$ cat src/rtl/nrst_pkg.sv
// ----------------------------------------------------------------------------
// nrst_pkg: shared types and constants
// Table sizes, datapath operation codes and controller status bundle.
// ----------------------------------------------------------------------------
package nrst_pkg;

  localparam int TABLE_DEPTH = 64;
  localparam int RADIUS_BITS = 16;
  localparam int TOL_W       = 16;
  localparam int ID_W        = 6;
  localparam int ADDR_W      = $clog2(TABLE_DEPTH);
  localparam int CNT_W       = $clog2(TABLE_DEPTH + 1);
  localparam int CMP_W       = (RADIUS_BITS > TOL_W) ? RADIUS_BITS : TOL_W;

  typedef enum logic [2:0] {
    OP_NONE,
    OP_LOAD,
    OP_SCAN,
    OP_EVAL,
    OP_DECIDE,
    OP_SHIFT,
    OP_EMIT
  } op_t;

  typedef struct packed {
    logic scan_done;
    logic match;
    logic full;
    logic shift_last;
  } status_t;

endpackage

$ cat src/rtl/nrst_if.sv
// ----------------------------------------------------------------------------
// nrst_if: request and result channels
// Valid/ready channels carrying the lookup request and its result.
// ----------------------------------------------------------------------------
interface nrst_req_if;
  logic        valid;
  logic        ready;
  logic [15:0] req_radius;
  logic [15:0] tolerance;

  modport source (output valid, output req_radius, output tolerance, input ready);
  modport sink (input valid, input req_radius, input tolerance, output ready);
endinterface

interface nrst_res_if;
  logic       valid;
  logic       ready;
  logic [5:0] shape_id;
  logic       created;
  logic       table_full;

  modport source (output valid, output shape_id, output created, output table_full,
                  input ready);
  modport sink (input valid, input shape_id, input created, input table_full,
                output ready);
endinterface

$ cat src/rtl/nrst_datapath.sv
// ----------------------------------------------------------------------------
// nrst_datapath: radius table and search/insert datapath
// Holds the sorted table memory, the scan registers, the nearest-entry
// evaluation and the insertion shifter.
// ----------------------------------------------------------------------------
module nrst_datapath (
  input  logic                  clk,
  input  logic                  rst,
  input  nrst_pkg::op_t         op,
  input  logic [15:0]           req_radius,
  input  logic [15:0]           tolerance,
  output nrst_pkg::status_t     status,
  output logic [5:0]            shape_id,
  output logic                  created,
  output logic                  table_full
);

  logic [nrst_pkg::RADIUS_BITS-1:0] mem_rad [nrst_pkg::TABLE_DEPTH];
  logic [nrst_pkg::ID_W-1:0]        mem_id  [nrst_pkg::TABLE_DEPTH];

  logic [nrst_pkg::RADIUS_BITS-1:0] rd_rad;
  logic [nrst_pkg::ID_W-1:0]        rd_id;
  logic [nrst_pkg::ADDR_W-1:0]      raddr;
  logic                             we;
  logic [nrst_pkg::ADDR_W-1:0]      waddr;
  logic [nrst_pkg::RADIUS_BITS-1:0] wrad;
  logic [nrst_pkg::ID_W-1:0]        wid;

  logic [nrst_pkg::RADIUS_BITS-1:0] req_r;
  logic [nrst_pkg::TOL_W-1:0]       tol_r;
  logic [nrst_pkg::CNT_W-1:0]       cnt;
  logic [nrst_pkg::CNT_W-1:0]       idx;
  logic [nrst_pkg::CNT_W-1:0]       pos;
  logic [nrst_pkg::CNT_W-1:0]       sh;
  logic [nrst_pkg::RADIUS_BITS-1:0] prev_rad;
  logic [nrst_pkg::ID_W-1:0]        prev_id;
  logic [nrst_pkg::RADIUS_BITS-1:0] cur_rad;
  logic [nrst_pkg::ID_W-1:0]        cur_id;
  logic [nrst_pkg::RADIUS_BITS-1:0] gap;
  logic [nrst_pkg::ID_W-1:0]        pick_id;
  logic                             have;
  logic [nrst_pkg::ID_W-1:0]        res_id;
  logic                             res_created;
  logic                             res_full;

  logic                             scan_end;
  logic                             hit;
  logic [nrst_pkg::RADIUS_BITS-1:0] dlo;
  logic [nrst_pkg::RADIUS_BITS-1:0] dhi;
  logic [nrst_pkg::RADIUS_BITS-1:0] gap_next;
  logic [nrst_pkg::ID_W-1:0]        pick_next;

  assign scan_end = (idx == cnt);
  assign hit      = !scan_end && (rd_rad >= req_r);
  assign dlo      = req_r - prev_rad;
  assign dhi      = cur_rad - req_r;

  assign status.scan_done  = scan_end || hit;
  assign status.match      = have &&
                             (nrst_pkg::CMP_W'(gap) < nrst_pkg::CMP_W'(tol_r));
  assign status.full       = (cnt == nrst_pkg::CNT_W'(nrst_pkg::TABLE_DEPTH));
  assign status.shift_last = (sh == pos);

  always_comb begin
    if (pos == cnt) begin
      gap_next  = dlo;
      pick_next = prev_id;
    end else if (pos == '0) begin
      gap_next  = dhi;
      pick_next = cur_id;
    end else if (dlo < dhi) begin
      gap_next  = dlo;
      pick_next = prev_id;
    end else begin
      gap_next  = dhi;
      pick_next = cur_id;
    end
  end

  always_comb begin
    raddr = '0;
    we    = 1'b0;
    waddr = sh[nrst_pkg::ADDR_W-1:0];
    wrad  = rd_rad;
    wid   = rd_id;
    unique case (op)
      nrst_pkg::OP_SCAN:   raddr = nrst_pkg::ADDR_W'(idx + nrst_pkg::CNT_W'(1));
      nrst_pkg::OP_DECIDE: raddr = nrst_pkg::ADDR_W'(cnt - nrst_pkg::CNT_W'(1));
      nrst_pkg::OP_SHIFT: begin
        raddr = nrst_pkg::ADDR_W'(sh - nrst_pkg::CNT_W'(2));
        we    = 1'b1;
        if (status.shift_last) begin
          waddr = pos[nrst_pkg::ADDR_W-1:0];
          wrad  = req_r;
          wid   = cnt[nrst_pkg::ID_W-1:0];
        end
      end
      default: raddr = '0;
    endcase
  end

  always_ff @(posedge clk) begin
    if (we) begin
      mem_rad[waddr] <= wrad;
      mem_id[waddr]  <= wid;
    end
    rd_rad <= mem_rad[raddr];
    rd_id  <= mem_id[raddr];
  end

  always_ff @(posedge clk) begin
    if (rst) begin
      cnt <= '0;
    end else if (op == nrst_pkg::OP_SHIFT && status.shift_last) begin
      cnt <= cnt + nrst_pkg::CNT_W'(1);
    end
  end

  always_ff @(posedge clk) begin
    unique case (op)
      nrst_pkg::OP_LOAD: begin
        req_r <= req_radius[nrst_pkg::RADIUS_BITS-1:0];
        tol_r <= tolerance;
        idx   <= '0;
      end
      nrst_pkg::OP_SCAN: begin
        if (scan_end) begin
          pos <= cnt;
        end else if (hit) begin
          pos     <= idx;
          cur_rad <= rd_rad;
          cur_id  <= rd_id;
        end else begin
          prev_rad <= rd_rad;
          prev_id  <= rd_id;
          idx      <= idx + nrst_pkg::CNT_W'(1);
        end
      end
      nrst_pkg::OP_EVAL: begin
        gap     <= gap_next;
        pick_id <= pick_next;
        have    <= (cnt != '0);
      end
      nrst_pkg::OP_DECIDE: begin
        sh <= cnt;
        if (status.match) begin
          res_id      <= pick_id;
          res_created <= 1'b0;
          res_full    <= 1'b0;
        end else if (status.full) begin
          res_id      <= pick_id;
          res_created <= 1'b0;
          res_full    <= 1'b1;
        end else begin
          res_id      <= cnt[nrst_pkg::ID_W-1:0];
          res_created <= 1'b1;
          res_full    <= 1'b0;
        end
      end
      nrst_pkg::OP_SHIFT: begin
        if (!status.shift_last) begin
          sh <= sh - nrst_pkg::CNT_W'(1);
        end
      end
      nrst_pkg::OP_EMIT: begin
        shape_id   <= res_id;
        created    <= res_created;
        table_full <= res_full;
      end
      default: begin
      end
    endcase
  end

endmodule

$ cat src/rtl/nrst_ctrl.sv
// ----------------------------------------------------------------------------
// nrst_ctrl: request sequencer
// Steps the datapath through scan, evaluate, decide, insert shift and result
// hand-off, and owns both channel handshakes.
// ----------------------------------------------------------------------------
module nrst_ctrl (
  input  logic              clk,
  input  logic              rst,
  input  logic              in_valid,
  output logic              in_ready,
  output logic              out_valid,
  input  logic              out_ready,
  input  nrst_pkg::status_t status,
  output nrst_pkg::op_t     op
);

  typedef enum logic [2:0] {
    S_IDLE,
    S_SCAN,
    S_EVAL,
    S_DECIDE,
    S_SHIFT,
    S_EMIT
  } state_t;

  state_t state;
  logic   emit_ok;

  assign in_ready = (state == S_IDLE);
  assign emit_ok  = !out_valid || out_ready;

  always_comb begin
    unique case (state)
      S_IDLE:   op = in_valid ? nrst_pkg::OP_LOAD : nrst_pkg::OP_NONE;
      S_SCAN:   op = nrst_pkg::OP_SCAN;
      S_EVAL:   op = nrst_pkg::OP_EVAL;
      S_DECIDE: op = nrst_pkg::OP_DECIDE;
      S_SHIFT:  op = nrst_pkg::OP_SHIFT;
      S_EMIT:   op = emit_ok ? nrst_pkg::OP_EMIT : nrst_pkg::OP_NONE;
      default:  op = nrst_pkg::OP_NONE;
    endcase
  end

  always_ff @(posedge clk) begin
    if (rst) begin
      state     <= S_IDLE;
      out_valid <= 1'b0;
    end else begin
      if (state == S_EMIT && emit_ok) begin
        out_valid <= 1'b1;
      end else if (out_valid && out_ready) begin
        out_valid <= 1'b0;
      end
      unique case (state)
        S_IDLE: begin
          if (in_valid) begin
            state <= S_SCAN;
          end
        end
        S_SCAN: begin
          if (status.scan_done) begin
            state <= S_EVAL;
          end
        end
        S_EVAL:   state <= S_DECIDE;
        S_DECIDE: begin
          if (status.match || status.full) begin
            state <= S_EMIT;
          end else begin
            state <= S_SHIFT;
          end
        end
        S_SHIFT: begin
          if (status.shift_last) begin
            state <= S_EMIT;
          end
        end
        S_EMIT: begin
          if (emit_ok) begin
            state <= S_IDLE;
          end
        end
        default: state <= S_IDLE;
      endcase
    end
  end

endmodule

$ cat src/rtl/nearest_radius_shape_table_top.sv
// ----------------------------------------------------------------------------
// nearest_radius_shape_table_top: nearest-radius shape id table
// Looks up the nearest stored radius within tolerance, or inserts the radius
// in sorted order under a new id, or reports the table full when it cannot.
//
//   channel  dir  payload
//   req      in   req_radius[15:0], tolerance[15:0]
//   res      out  shape_id[5:0], created, table_full
//
// One request at a time; with n entries and p the first entry not below the
// radius (p = n if none), a match or a full-table refusal scans up to entry p,
// and an insert then also shifts entries p to n-1 up one place before the result.
// A new request is taken while a result still waits on res; its own result
// then holds in the emit step until res is free.
// rst clears the entry count; the table contents need no clearing.
// ----------------------------------------------------------------------------
module nearest_radius_shape_table_top (
  input logic       clk,
  input logic       rst,
  nrst_req_if.sink  req,
  nrst_res_if.source res
);

  nrst_pkg::op_t     op;
  nrst_pkg::status_t status;

  nrst_ctrl u_ctrl (
    .clk       (clk),
    .rst       (rst),
    .in_valid  (req.valid),
    .in_ready  (req.ready),
    .out_valid (res.valid),
    .out_ready (res.ready),
    .status    (status),
    .op        (op)
  );

  nrst_datapath u_datapath (
    .clk        (clk),
    .rst        (rst),
    .op         (op),
    .req_radius (req.req_radius),
    .tolerance  (req.tolerance),
    .status     (status),
    .shape_id   (res.shape_id),
    .created    (res.created),
    .table_full (res.table_full)
  );

`ifndef SYNTH
  a_load_on_accept: assert property (@(posedge clk) disable iff (rst)
    (req.valid && req.ready) == (op == nrst_pkg::OP_LOAD))
    else $error("datapath load does not track request accept");

  a_one_in_flight: assert property (@(posedge clk) disable iff (rst)
    (req.valid && req.ready) |=> !req.ready)
    else $error("second request taken while one is in flight");

  a_no_overwrite: assert property (@(posedge clk) disable iff (rst)
    (op == nrst_pkg::OP_EMIT) |-> (!res.valid || res.ready))
    else $error("result overwritten before it was taken");
`endif

endmodule
$ cat src/flat_wrapper.sv
// flat-port wrapper written by rule: the top's interface ports become plain ports
module nearest_radius_shape_table_top_flat 
  (clk, rst, req_valid, req_req_radius, req_tolerance, req_ready, res_valid, res_shape_id, res_created, res_table_full, res_ready);
  nrst_req_if req_i ();
  nrst_res_if res_i ();
  input logic clk;
  input logic rst;
  input wire logic [$bits(req_i.valid)-1:0] req_valid;
  input wire logic [$bits(req_i.req_radius)-1:0] req_req_radius;
  input wire logic [$bits(req_i.tolerance)-1:0] req_tolerance;
  output wire logic [$bits(req_i.ready)-1:0] req_ready;
  output wire logic [$bits(res_i.valid)-1:0] res_valid;
  output wire logic [$bits(res_i.shape_id)-1:0] res_shape_id;
  output wire logic [$bits(res_i.created)-1:0] res_created;
  output wire logic [$bits(res_i.table_full)-1:0] res_table_full;
  input wire logic [$bits(res_i.ready)-1:0] res_ready;
  assign req_i.valid = req_valid;
  assign req_i.req_radius = req_req_radius;
  assign req_i.tolerance = req_tolerance;
  assign req_ready = req_i.ready;
  assign res_valid = res_i.valid;
  assign res_shape_id = res_i.shape_id;
  assign res_created = res_i.created;
  assign res_table_full = res_i.table_full;
  assign res_i.ready = res_ready;
  nearest_radius_shape_table_top u_core (.clk(clk), .rst(rst), .req(req_i), .res(res_i));
endmodule
$ cat config.mk
export PLATFORM = sky130hd
export DESIGN_NAME = nearest_radius_shape_table_top_flat
export DESIGN_NICKNAME = d
export VERILOG_FILES = /design/src/rtl/nrst_pkg.sv /design/src/rtl/nrst_if.sv /design/src/rtl/nrst_datapath.sv /design/src/rtl/nrst_ctrl.sv /design/src/rtl/nearest_radius_shape_table_top.sv /design/src/flat_wrapper.sv
export SDC_FILE = /design/constraint.sdc
export NUM_CORES = 2
export LEC_CHECK = 0
export BUFFER_PORTS_ARGS = -buffer_cell sky130_fd_sc_hd__buf_2
export CAP_MARGIN = 20
export CORE_MARGIN = 1
export CORE_UTILIZATION = 40
export CTS_BUF_LIST = sky130_fd_sc_hd__clkbuf_4
export CTS_CLUSTER_SIZE = 8
export DETAILED_ROUTE_END_ITERATION = 10
export GPL_TIMING_DRIVEN = 0
export SYNTH_ARGS = -nofsm -noshare
export SYNTH_HDL_FRONTEND = slang
export SYNTH_SLANG_ARGS = --single-unit
export TNS_END_PERCENT = 20
$ cat constraint.sdc
create_clock -name clk -period 7.95 [get_ports clk]
set_clock_uncertainty 0.2 [all_clocks]
set_input_delay 0.795 -clock clk [delete_from_list [all_inputs] [get_ports clk]]
set_output_delay 0.795 -clock clk [all_outputs]
set_load 0.005 [all_outputs]
==> flow_summary.ini <==
[synthesis]
yosys_warnings = 0
syn_area_um2 = 65200
synth-seq-cells = 1577
synthCells = 4994
yosys-top-cells-count = edfxtp_1, nand2_1, nand3_1
synth_edf_count = 1544
synth.top_cells.by_area = edfxtp_1, nand2_1, nand3_1
synthFlopType = edfxtp_1
ys_async_sr_fraction = 0
post-synth-top-area-cell = edfxtp_1
seq_area_frac_synth = 0.722
synth_cell_type_count = 71
synth_nets = 5114
synth.most_common_cell = edfxtp_1
syn_area_per_cell_um2 = 13.1
synth_top_area_share = 0.711

[routing]
drcViolationCount = 0
wl_met1_um = 81000
wl_met2_um = 93000
ant_nets = 0
vias = 45466
drtPass1Iterations = 6
wirelength_um = 210000
wl_per_cell_um = 26.1
dr_wl_met3_um = 24900
drt_iter0_drc = 6302
dr.max_layer_used = met5
vias_per_cell = 5.63

[run_status]
status = finished, final reports clean

[cts]
clk_pin_slew_worst_paths_ns = 0.07
cts_buffers = 409
cts_resized = 0
cts-root-buf = clkbuf_4
cts.sinks = 1577
post-cts-setup-buffer-count = 0
hold_buffers = 70
htreeDepth = 5
tritoncts = built
insertion_delay_ns = 1.45
clock_path_buffers = 4

[timing]
report.final.slew_viol_count = 0
setup_tns_ns = 0
finalSetupViolCount = 0
holdWs_ns = 0.223
hold_viol = 0
min_period_ns = 6.51
rsz0062_at_grt = false
max_freq_ghz = 0.154
fin_crit_sh = 0.819
slew_headroom = 0.136
worstMarginPinSlew_ns = 1.29

[floorplan]
start_util = 0.404
ios = 46
die_x_um = 406
fp.dieH_um = 406
rows = 147
coreArea_um2 = 161000
dieArea_um2 = 165000

[min_path]
min-delay-start = u_core.u_datapath.res_id[4]
hp-class = reg -> reg

[pwr]
p_sw_mw = 13.9
clkPwrFrac = 0.209
seqPwrFrac = 0.342
combPwrFrac = 0.450
total_leakage_power_nw = 27.1
ir_worst_vdd_mv = 0.259
power.total_mw = 32.0
p_per_area_nw_per_um2 = 421
swShare = 0.435
power.internal_mw = 18.1

[global_routing]
grt_max_degree = 65
track_usage = 0.253
first_global_vias = 43911
grt_pass1_wl_um = 299000
overflow = 0
antenna_found_initial = 12

[critical_path]
rr_startpoint = u_core.u_datapath.cnt[0]
ff2ff_setup_slack_ns = 1.44
reg2regPathDepth = 15
critPathArrivalTime_ns = 7.41
end_kind = register
cp-start-kind = register
reg2reg_to = u_core.u_datapath.rd_id[2]
cp_max_fo = 10
crit_start = u_core.u_datapath.cnt[0]
critical_path_required_ns = 8.84
critPathCapture = u_core.u_datapath.rd_id[2]
critPathKind = reg -> reg

[final_layout]
drive_above_1_share = 0.166
area_growth_syn_to_layout_pct = 16.7
fin_nets = 5740
fillerInstances = 14344

[placed_design]
io_buffers = 45
place_congestion = 0.985
hpwl_um = 144000

[job]
drv_cap = 0
-- metrics by stage --
step | setup slack, ns | area [um^2] | cells | utilization
finish | 1.44 | 76100 | 8069 | 0.472
CTS | 1.80 | 76000 | 8056 | 0.472
global route | 1.46 | 76100 | 8066 | 0.472
detailed placement | 1.79 | 70500 | 7296 | 0.437
floorplan | 2.88 | 65200 | 4994 | -
global placement | -3.57 | 68100 | 7199 | 0.423
-- worst max-delay path: stages, from the launching register on --
cell	delay [ns]
dfxtp_1	0.33
clkbuf_1	0.37
inv_1	0.24
ha_1	0.40
nand2b_1	0.12
a21oi_1	0.14
nor2_1	0.43
buf_4	0.29
clkbuf_1	0.68
clkbuf_1	0.90
buf_1	0.50
nand3_1	0.16
nand3_1	0.12
nand3_1	0.28
a41oi_1	0.87
a21oi_1	0.26
-- logic make-up after synthesis --
kind of cell / share of synthesized area
and+or+nand+nor: 0.150
muxes: 0.0258
buffers and inverters: 0.0250
xor gates and xnor gates: 0.00914
adders and majority gates: 0.0164
DFF: 0.722
AOI/OAI and AO/OA: 0.0518
-- state kept, by name, summed over array words and instances, names as in the netlist, 3 cells and up --
name and flops:
u_core.u_datapath.prev_rad 16, u_core.u_ctrl.state 3, u_core.u_datapath.idx 7, u_core.u_datapath.cur_id 6, u_core.u_datapath.tol_r 16, u_core.u_datapath.shape_id 6, u_core.u_datapath.cnt 7, u_core.u_datapath.pick_id 6
u_core.u_datapath.rd_rad 16, u_core.u_datapath.cur_rad 16, u_core.u_datapath.pos 7, u_core.u_datapath.gap 16, u_core.u_datapath.req_r 16, u_core.u_datapath.mem_id 384, u_core.u_datapath.res_id 6, u_core.u_datapath.prev_id 6
u_core.u_datapath.mem_rad 1024, u_core.u_datapath.sh 7, u_core.u_datapath.rd_id 6
-- layout make-up --
class                      instances  area, um^2  area share
sequential                      1577       47000       0.618
multi-input combinational       3027       17200       0.226
clock buffer                     581        4360      0.0573
timing repair buffer             215        2700      0.0355
tap                             2160        2700      0.0355
buffer                           318        1360      0.0179
clock inverter                   109         450     0.00592
inverter                          72         270     0.00355
antenna                           10        25.0    0.000329
-- worst min-delay path by stage --
stage                                         end  cells after the start
global route        u_core.u_datapath.shape_id[1]                      0
floorplan               u_core.u_datapath.created                      0
global placement    u_core.u_datapath.shape_id[5]                      0
finish              u_core.u_datapath.shape_id[4]                      0
CTS                 u_core.u_datapath.shape_id[2]                      0
detailed placement  u_core.u_datapath.shape_id[2]                      0
-- cell usage in the layout, fill, tap and decap left out, types with 18 or more instances in the layout --
cell type	instances
dlygate4sd3_1	70
buf_4	22
a21oi_1	50
buf_1	50
xor2_1	23
dfxtp_1	33
a311oi_1	105
nand2_1	1257
o21ai_0	55
a211oi_1	32
ha_1	82
nor2_1	55
nand3_1	678
buf_2	158
edfxtp_1	1544
buf_16	19
a31oi_1	25
inv_1	71
o21a_1	35
clkinv_1	89
nand4_1	31
buf_12	42
clkbuf_1	152
a21o_1	22
and3_1	78
nor2_4	47
o21ai_4	18
clkbuf_4	581
xnor2_1	45
mux2i_1	149
-- per-layer routing --
layer  track usage  vias up
met5             0        -
met4         0.134        2
met3        0.0707      543
met2         0.388     2713
met1         0.328    22284
li1              -    19924
-- power groups by stage --
stage / Sequential, mW / Combinational [mW] / Clock [mW]
6_report: 10.9 / 14.4 / 6.68
5_1_grt: 11.0 / 15.0 / 7.16
4_1_cts: 10.9 / 14.0 / 6.76
3_5_place_dp: 11.1 / 13.9 / 0
3_3_place_gp: 11.6 / 13.1 / 0
2_1_floorplan: 11.2 / 7.47 / 0
Power figures use the tool's default switching activity.
